===== src/rtl/core/framebuffer_rect_line_fill_core_assert.svh =====
// Assertion macros for the fill core; clocked on i_clk, off while i_rst_n is low.
`ifndef FRAMEBUFFER_RECT_LINE_FILL_CORE_ASSERT_SVH
`define FRAMEBUFFER_RECT_LINE_FILL_CORE_ASSERT_SVH

// Same-cycle implication.
`define FBRLF_ASSERT_IMP(label, ante, cons) \
    label: assert property (@(posedge i_clk) disable iff (!i_rst_n) (ante) |-> (cons)) \
        else $error("fill core assertion failed");

// Next-cycle implication.
`define FBRLF_ASSERT_NXT(label, ante, cons) \
    label: assert property (@(posedge i_clk) disable iff (!i_rst_n) (ante) |=> (cons)) \
        else $error("fill core assertion failed");

`endif


===== src/rtl/core/fbrlf_pkg.sv =====
`default_nettype none

package fbrlf_pkg;

    localparam int X_W   = 10;
    localparam int Y_W   = 9;
    localparam int CMD_W = 3;
    localparam int COL_W = 3;
    localparam int PIX_W = 16;

    localparam int IN_DATA_W  = 48;
    localparam int OUT_DATA_W = 24;

    localparam logic [CMD_W-1:0] CMD_BG    = 3'd0;
    localparam logic [CMD_W-1:0] CMD_RECT  = 3'd1;
    localparam logic [CMD_W-1:0] CMD_HLINE = 3'd2;
    localparam logic [CMD_W-1:0] CMD_VLINE = 3'd3;
    localparam logic [CMD_W-1:0] CMD_READ  = 3'd4;

    localparam logic [COL_W-1:0] COL_BLACK  = 3'd0;
    localparam logic [COL_W-1:0] COL_RED    = 3'd1;
    localparam logic [COL_W-1:0] COL_YELLOW = 3'd2;
    localparam logic [COL_W-1:0] COL_GREEN  = 3'd3;
    localparam logic [COL_W-1:0] COL_BLUE   = 3'd4;

    localparam logic [PIX_W-1:0] PIX_BLACK  = 16'h0000;
    localparam logic [PIX_W-1:0] PIX_RED    = 16'hF800;
    localparam logic [PIX_W-1:0] PIX_GREEN  = 16'h07E0;
    localparam logic [PIX_W-1:0] PIX_BLUE   = 16'h001F;
    localparam logic [PIX_W-1:0] PIX_YELLOW = PIX_RED | PIX_GREEN;

    // Command to the raster walker: load a new span or advance one pixel.
    typedef struct packed {
        logic           load;
        logic           step;
        logic [X_W-1:0] x0;
        logic [X_W-1:0] x1;
        logic [Y_W-1:0] y0;
        logic [Y_W-1:0] y1;
    } t_walk_cmd;

    function automatic logic [PIX_W-1:0] color_to_pix(input logic [COL_W-1:0] code);
        logic [PIX_W-1:0] pix;
        case (code)
            COL_RED:    pix = PIX_RED;
            COL_YELLOW: pix = PIX_YELLOW;
            COL_GREEN:  pix = PIX_GREEN;
            COL_BLUE:   pix = PIX_BLUE;
            default:    pix = PIX_BLACK;
        endcase
        return pix;
    endfunction

endpackage

`default_nettype wire


===== src/rtl/core/fbrlf_walk.sv =====
`default_nettype none

// Raster walker: steps a row-major address over [x0,x1) x [y0,y1).
module fbrlf_walk #(
    parameter int FRAME_WIDTH = 640,
    parameter int ADDR_W      = 19
) (
    input  wire logic                  i_clk,
    input  wire fbrlf_pkg::t_walk_cmd  i_cmd,
    output logic [ADDR_W-1:0]          o_addr,
    output logic                       o_last
);

    localparam logic [ADDR_W-1:0] ROW_STEP = ADDR_W'(FRAME_WIDTH);

    logic [fbrlf_pkg::X_W-1:0] r_x, r_x0, r_x1;
    logic [fbrlf_pkg::Y_W-1:0] r_y, r_y1;
    logic [ADDR_W-1:0]         r_base;
    logic [fbrlf_pkg::X_W-1:0] x_inc;
    logic [fbrlf_pkg::Y_W-1:0] y_inc;
    logic                      row_end;

    assign x_inc   = r_x + 1'b1;
    assign y_inc   = r_y + 1'b1;
    assign row_end = (x_inc == r_x1);
    assign o_last  = row_end && (y_inc == r_y1);
    assign o_addr  = r_base + ADDR_W'(r_x);

    always_ff @(posedge i_clk) begin
        if (i_cmd.load) begin
            r_x    <= i_cmd.x0;
            r_x0   <= i_cmd.x0;
            r_x1   <= i_cmd.x1;
            r_y    <= i_cmd.y0;
            r_y1   <= i_cmd.y1;
            r_base <= ADDR_W'(i_cmd.y0) * ROW_STEP;
        end else if (i_cmd.step) begin
            if (row_end) begin
                // wrap to the next row
                r_x    <= r_x0;
                r_y    <= y_inc;
                r_base <= r_base + ROW_STEP;
            end else begin
                r_x <= x_inc;
            end
        end
    end

endmodule

`default_nettype wire


===== config.mk =====
export PLATFORM = sky130hd
export DESIGN_NAME = fbrlf_walk
export DESIGN_NICKNAME = d
export VERILOG_FILES = /design/src/rtl/core/framebuffer_rect_line_fill_core_assert.svh /design/src/rtl/core/fbrlf_pkg.sv /design/src/rtl/core/fbrlf_walk.sv
export SDC_FILE = /design/constraint.sdc
export NUM_CORES = 1
export LEC_CHECK = 0
export ABC_CLOCK_PERIOD_IN_PS = 6000
export BUFFER_PORTS_ARGS = -buffer_cell sky130_fd_sc_hd__buf_2
export CORE_MARGIN = 2
export CORE_UTILIZATION = 31
export CTS_CLUSTER_DIAMETER = 80
export DETAILED_ROUTE_END_ITERATION = 12
export PLACE_DENSITY = 0.47
export SKIP_CTS_REPAIR_TIMING = 1
export SYNTH_ARGS = -nofsm -noshare
export SYNTH_HDL_FRONTEND = slang
export SYNTH_SLANG_ARGS = --single-unit

===== constraint.sdc =====
create_clock -name i_clk -period 6 [get_ports i_clk]
set_clock_uncertainty 0.1 [all_clocks]
set_input_delay 0.3 -clock i_clk [delete_from_list [all_inputs] [get_ports i_clk]]
set_output_delay 0.3 -clock i_clk [all_outputs]
set_load 0.005 [all_outputs]

* After elaboration in Yosys (flattened, before gate mapping)
Cells that the tools add are included.
Storage, ports and cells: bits in registers 67, input bits 41, output and inout port bits 20, word-level logic and storage cells 28
Operators by class: add/subtract/negate cells 4, $mul 1, eq/ne operators 2, multiplexer cells 9, reductions and logical operators 5
Operators with widths (count):
- $mux 19 | 3
- $mux 10 | 3
- $mux 9 | 3
- $add 19x10->19 | 1
- $add 19x10->19 const B | 1
- $mul 9x3->12 const B | 1
- $add 10x1->10 const B | 1
- $eq 10x10->1 | 1
- $add 9x1->9 const B | 1
- $eq 9x9->1 | 1
- $reduce_and 2->1 | 2
- $reduce_bool 2->1 | 2
- $logic_and 1x1->1 | 1

* Longest topological paths before layout
Gate-level depths: netlist of run 1.
depth after elaboration 5, mapped depth 9, mapped depth without buffers 9

* Least setup slack after synthesis of run 1
OpenSTA, ideal clock, no wires.
path type register to register, start reg r_x[0] in the netlist's numbering, end reg r_base[10] (enable), library setup time 0.428 ns, data arrival time 3.627 ns, required time 5.472 ns, slack 1.845 ns, stages on the path, launching flop included 10, path buffers 2, clock period less this slack 4.155 ns, path through edfxtp_1 ha_1 clkbuf_1 xnor2_1 o22ai_1 nor4_1 o221a_2 clkbuf_1 nand3_2 o21ai_0
Between the ends: longest elaborated chain between the ends 4
Ends and longest elaborated chain:
- start: declaration | RTL line fbrlf_walk.sv:16 | logic [fbrlf_pkg::X_W-1:0] r_x, r_x0, r_x1;
- start signal: assignment | RTL line fbrlf_walk.sv:31 | r_x <= i_cmd.x0;
- start signal: assignment | RTL line fbrlf_walk.sv:40 | r_x <= r_x0;
- start signal: assignment | RTL line fbrlf_walk.sv:44 | r_x <= x_inc;
- $add 10x1->10 | RTL line fbrlf_walk.sv:23 | assign x_inc = r_x + 1'b1;
- $eq 10x10->1 | RTL line fbrlf_walk.sv:25 | assign row_end = (x_inc == r_x1);
- $reduce_bool 2->1 (no line)
- $reduce_and 2->1 (no line)
- end signal: assignment | RTL line fbrlf_walk.sv:36 | r_base <= ADDR_W'(i_cmd.y0) * ROW_STEP;
- end signal: assignment | RTL line fbrlf_walk.sv:42 | r_base <= r_base + ROW_STEP;
- end: declaration | RTL line fbrlf_walk.sv:18 | logic [ADDR_W-1:0] r_base;
Every way passes these cells. A chain may end at the register's enable or synchronous reset.

* Final worst setup path of run 1
start reg r_x[0] in the netlist's numbering, end out o_last
Between the ends: longest elaborated chain between the ends 3
Ends and longest elaborated chain:
- $add 10x1->10 | RTL line fbrlf_walk.sv:23
- $eq 10x10->1 | RTL line fbrlf_walk.sv:25
- $logic_and 1x1->1 | RTL line fbrlf_walk.sv:26 | assign o_last = row_end && (y_inc == r_y1);
- end: declaration | RTL line fbrlf_walk.sv:11 | output logic o_last
Every way passes these cells.

==> impl_results.md, run 1 <==
- Io pins: 61
- Synth area leaders: edfxtp_1, xnor2_1, ha_1, xor2_1, nand2_1
- Synth unique cells: 50
- Worst-path cell chain: ha_1 -> nand2_1 -> mux2_2 -> a2111oi_2 -> buf_4 -> nand3_2 -> nor4_2 -> buf_2
- Antenna Cells: 0
- CTS Root Cell: clkbuf_16
- Slowest cell delay on critical path: ~0.65 ns
- Syn Inst Count: around 340
- Final instance area: 4490 µm²
- FF-to-FF Start: r_x[0]
- Combinational fraction of design power: between 20% and 30%
- Global route overflow: 0
- Total GRT Usage: 14.3%
- Pint: about 0.9 mW
- Wire per inst: approximately 15 µm
- Final non-filler cell total: roughly 570
- Post-synth EDFFs: 60
- Initial antenna violation count: 0
- Dpl cell area: between 4000 and 5000 µm²
- Worst-path fanout max: 10
- Worst path arrival time: 3.34 ns
- Net Sw Frac: 28.2%
- Routed Antenna Nets: 0
- Period minus WS final: around 3.7 ns
- Starting Density: 31.8%
- Synth Warn #: 0
- TritonCTS clock tree: yes
- Core area: 12100 µm²
- HPWL after DPL: between 6000 and 7000 µm
- Crit-path leading delay family: simple AND/OR/NAND/NOR gates
- Async set-reset flop share out of synthesis: 0%
- Worst hold start: i_cmd[26]
- Total Neg Setup Slack: 0 ns
- Cell Area, Synth: approximately 3800 µm²
- Via Count: 2752
- Hold Vio Cnt, Final: 0
- H-tree levels: 3
- DIE WIDTH: about 120 µm
- CP Capture Type: output pin
- Layout net count: 460
- DRT Wirelength: 8660 µm
- Slowest-stage cell, CP: a2111oi_2
- Fmax: 268 MHz
- Synth cell count leaders: edfxtp_1, xnor2_1, nand2_1, xor2_1, ha_1
- TritonRoute pass-1 iters: 4
- Seq/Total Area, Yosys: a little under half
- Unrepaired setup endpoints after global routing: no
- Largest net degree at the start of global routing: 51
- LEAKAGE: between 1.5 and 2 nW
- Least-Margin Pin Slew: 0.915 ns
- Die ar.: about 13000 µm²
- Placed cell count: 554
- Part of the power in registers: ~44%
- Worst Setup Slack, final: between 2 and 2.5 ns
- DRT iter0 DRCs: between 150 and 200
- Buf+Inv Stages, Crit Path: 2
- Port bufs: 60
- Final core utilization: a little under two fifths
- Final Max Slew Viols: 0
- Placer Congestion: around 0.82
- Place WS: approximately 2.7 ns
- R2R Setup Slk: about 2.7 ns
- Layout cells sized above 1: about a quarter
- DRC violations left: 0
- Max-slew headroom at the worst pin: between 30% and 40%
- Clock Sinks: 60
- First-pass GRT wire length: around 14000 µm
- Max clock buf depth: 2
- Via density: about 4.8
- Synth top area share: 47.0%
- Required @ worst endpoint: around 5.6 ns
- IR drop worst, VDD: between 0.00015 and 0.0002 V
- CP Launch Point: r_x[0]
- HP Class: in2reg
- Num CTS Buffers: 9
- Endpoints failing setup: 0
- Most common flop cell mapped by yosys: edfxtp_1
- Area Growth Syn to Fin: 17.0%
- Number of global-route vias before repair: about 2800
- Synth Net Count: 407
- Max-cap viol count: 0
- Final period utilization: 62.3%
- Synth area leader: edfxtp_1
- Clock power share: about a third
- Syn avg cell area: about 11 µm²
- Status: finished, final reports clean
- CTS clk-pin slew, worst paths: roughly 0.05 ns
- Top-count cell post-synth: edfxtp_1
- Psw: between 0.3 and 0.4 mW
- Crit path launch type: flop
- WS Path Type: reg2out
- Rows: 40
- Power Density: ~280 nW/µm²
- Die Ht: between 100 and 150 µm
- Later-pin clock latency in the skew report: around 0.33 ns
- Seq cells post-synth: 60
[stage by stage]
stage,power [mW],hold WS (ns)
after floorplan,0.741,0.299
after global routing,1.33,0.0226
after global placement,0.824,0.377
final,1.25,0.0413
after detailed placement,0.823,0.378
after CTS,1.27,0.0289
[metal layers]
| metal | routed length [µm] | global-route usage (%) |
|---|---|---|
| met1 | 4180 | 19.4 |
| met2 | 3840 | 21.5 |
| met3 | 544 | 4.85 |
| met4 | 97 | 4.82 |
| met5 | 0 | 0 |
[kinds of logic (layout without fill, tap and decap cells)]
| group | after synthesis | in the layout | share of synthesized area [%] |
|---|---|---|---|
| compound gates | 66 | 66 | 11.8 |
| buf+inv | 28 | 85 | 4.08 |
| xor+xnor | 58 | 58 | 13.3 |
| flops | 60 | 60 | 47.0 |
| simple gates | 103 | 103 | 14.3 |
| fa+ha+maj | 22 | 22 | 7.57 |
| mux | 7 | 7 | 2.02 |
[registers in the layout, indices dropped and copies added (netlist names)]
register,flops
r_x0,10
r_x1,10
r_y,9
r_base,12
r_x,10
r_y1,9
[worst register-to-register path: stages (launching register included)]
cell	delay, ns
edfxtp_1	0.51
ha_1	0.39
nand2_1	0.18
mux2_2	0.38
a2111oi_2	0.65
buf_4	0.26
nand3_2	0.09
o21ai_1	0.16
buf_4	0.30
[power by group through the flow]
stage,logic [mW],clock network [mW],registers [mW]
floorplan,0.194,0,0.547
CTS,0.261,0.456,0.557
global route,0.291,0.477,0.564
global placement,0.260,0,0.564
finish,0.256,0.441,0.557
detailed placement,0.258,0,0.565
[path summary, 6_finish.rpt]
check,cells past startpoint,endpoint
max,8,o_last
min,1,r_x1[8]
max reg2reg,8,r_base[15]
min reg2reg,2,r_x[9]
[cell usage in the layout (no fill, tap or decap), types with 3 or more instances in the layout]
master	synthesis	layout
and3_1	4	4
clkbuf_16	0	9
o21ai_0	13	12
nand3_1	12	12
nor4_1	9	9
a21oi_1	11	11
o31ai_1	9	9
xnor2_1	30	30
nand4_1	10	10
ha_1	20	20
nand2_1	28	28
inv_1	6	6
mux2_2	6	6
o21bai_1	3	3
nor2_1	19	19
a21o_1	7	7
xor2_1	28	28
edfxtp_1	60	60
a31oi_1	9	9
buf_2	0	60
nand2b_1	7	7
buf_4	9	3
[cell type report]
type / instances / area (µm²)
multi-input cells: 256 / 1870
inverters: 7 / 26.3
clock inverters: 4 / 17.5
flip-flops and latches: 60 / 1800
repair buffers: 63 / 323
fillers: 1207 / 7580
well taps: 168 / 210
clock buffers: 11 / 233
No activity file was read; power rests on OpenSTA's default activity.
==> inputs of run 2 (changes only) <==
--- a/config.mk
+++ b/config.mk
@@ -5,7 +5,7 @@
 export SDC_FILE = /design/constraint.sdc
 export NUM_CORES = 1
 export LEC_CHECK = 0
-export ABC_CLOCK_PERIOD_IN_PS = 6000
+export ABC_CLOCK_PERIOD_IN_PS = 3810
 export BUFFER_PORTS_ARGS = -buffer_cell sky130_fd_sc_hd__buf_2
 export CORE_MARGIN = 2
 export CORE_UTILIZATION = 31
==> constraint.sdc (replaced) <==
create_clock -name i_clk -period 3.81 [get_ports i_clk]
set_clock_uncertainty 0.1 [all_clocks]
set_input_delay 0.1905 -clock i_clk [delete_from_list [all_inputs] [get_ports i_clk]]
set_output_delay 0.1905 -clock i_clk [all_outputs]
set_load 0.005 [all_outputs]
==> run 2 against run 1 <==
Power up 72%. Core utilization up 2.9 points. Clock-buffer cell count down 1. Setup slack worse by 1.7 ns. Register-to-register slack worse by 1.9 ns. Global-route usage about the same. First-iteration DRC count down 2.6%. Wire length up 5.4%. Cell count up 5.3%. Critical path type unchanged. Largest cell class unchanged. Highest routed layer unchanged.
==> impl_results.md, run 2 (same netlist as run 1, synthesis figures left out) <==
- Power Density: 447 nW/µm²
- Die ar.: 13300 µm²
- Final Max Slew Viols: 0
- Num CTS Buffers: 9
- R2R Setup Slk: just under 0.8 ns
- Clock Sinks: 60
- Later-pin clock latency in the skew report: around 0.33 ns
- TritonRoute pass-1 iters: 4
- DIE WIDTH: 115 µm
- Psw: roughly 0.59 mW
- Largest net degree at the start of global routing: 68
- Worst-path cell chain: and4_4 -> nand4_1 -> xor2_1 -> xor2_1 -> nand3_2 -> nor4_2 -> buf_2
- Max reg flops: 12
- HP Class: in2reg
- Unrepaired setup endpoints after global routing: no
- Worst Setup Slack, final: between 0.5 and 0.6 ns
- Placer Congestion: about 0.85
- Slowest cell delay on critical path: between 0.6 and 0.7 ns
- Clock power share: between 30% and 40%
- Via Count: 2852
- Io pins: 61
- CTS Root Cell: clkbuf_16
- Worst-path fanout max: 10
- Final period utilization: 85.9%
- Pint: about 1.6 mW
- Max-cap viol count: 0
- DRT iter0 DRCs: between 150 and 200
- Endpoints failing setup: 0
- Antenna Cells: 0
- Required @ worst endpoint: roughly 3.5 ns
- FF-to-FF Start: r_x[2]
- Worst path arrival time: 2.98 ns
- Minimum hold slack: 0.116 ns
- Part of the power in registers: 40.6%
- CP Capture Type: output pin
- Rows: 40
- DRC violations left: 0
- Total Neg Setup Slack: 0 ns
- Hold Vio Cnt, Final: 0
- Layout net count: between 400 and 500
- Area Growth Syn to Fin: 26.1%
- End of the critical path: o_last
- Max clock buf depth: 2
- Core area: about 12000 µm²
- Via density: ~4.8
- Status: finished, final reports clean
- CTS clk-pin slew, worst paths: 0.05 ns
- IR drop worst, VDD: 0.000207 V
- LEAKAGE: between 1.5 and 2 nW
- Combinational fraction of design power: 19.9%
- Period minus WS final: about 3.3 ns
- WS Path Type: reg2out
- CP Launch Point: r_x[2]
- Routed Antenna Nets: 0
- HPWL after DPL: around 6500 µm
- Fmax: between 300 and 400 MHz
- Least-Margin Pin Slew: between 0.9 and 1 ns
- Net Sw Frac: between 20% and 30%
- Commonest non-fill, non-tap cells in the layout: buf_2, edfxtp_1, xnor2_1
- Layout cells sized above 1: a little under a quarter
- Wire per inst: roughly 15 µm
- Worst R2R Path Depth: 7
- Final instance area: 4830 µm²
- Die Ht: 115 µm
- TritonCTS clock tree: yes
- R2r endpoint: r_base[13]
- Number of global-route vias before repair: roughly 2700
- DRT Wirelength: 9130 µm
- Place WS: 0.811 ns
- Max-slew headroom at the worst pin: 39.3%
- H-tree levels: 3
- Total GRT Usage: roughly 14%
- Crit path launch type: flop
- Global route overflow: 0
- Slowest-stage cell, CP: xor2_1
- Starting Density: a little under a third
- Dpl cell area: roughly 4200 µm²
- Initial antenna violation count: 0
- Port bufs: 60
- Reg with most FFs: r_base
- Worst path most repeated cell: xor2_1
- Final core utilization: roughly 40%
- First-pass GRT wire length: 14300 µm
-- run 2: layout make-up --
type	count	area, µm²
Clock buffer	10	229
Clock inverter	6	78.8
Fill cell	1185	7230
Inverter	7	26.3
Multi-Input combinational cell	256	1870
Sequential cell	60	1800
Tap cell	168	210
Timing Repair Buffer	92	613
-- run 2: power groups by stage --
stage          sequential (mW)  clock [mW]  combinational, mW
2_1_floorplan            0.862           0              0.306
3_3_place_gp             0.890           0              0.409
3_5_place_dp             0.892           0              0.407
4_1_cts                  0.879       0.863              0.411
5_1_grt                  0.890       0.888              0.483
6_report                 0.879       0.853              0.431
-- run 2: worst max-delay path, delay by kind of cell (launching register included) --
kind	cells	cell delay [ns]
flops	1	0.51
buf+inv	1	0.17
simple gates	4	0.96
xor+xnor	2	1.00
-- run 2: layer usage --
metal  GRT usage [%]  vias to the layer above  routed length, µm
met4            4.98                        0                121
met3            3.74                        9                319
li1                -                     1446                  -
met2            20.6                       65               3970
met5               0                        -                  0
met1            20.7                     1332               4720
-- run 2: worst min-delay path by stage --
stage | from | to | slack (ns) | cells after the start
6_report | i_cmd[13] | r_y[4] | 0.12 | 3
5_1_grt | i_cmd[14] | r_y[5] | 0.13 | 2
4_1_cts | i_cmd[26] | r_x1[8] | -0.08 | 1
3_5_place_dp | i_cmd[26] | r_x1[8] | 0.27 | 1
3_3_place_gp | i_cmd[20] | r_x1[2] | 0.27 | 1
2_1_floorplan | i_cmd[28] | r_x0[0] | 0.19 | 0
-- run 2: metrics by stage --
stage          cells  power (mW)
4_1_cts          570        2.15
6_report         599        2.16
2_1_floorplan    344        1.17
5_1_grt          599        2.26
3_3_place_gp     554        1.30
3_5_place_dp     554        1.30
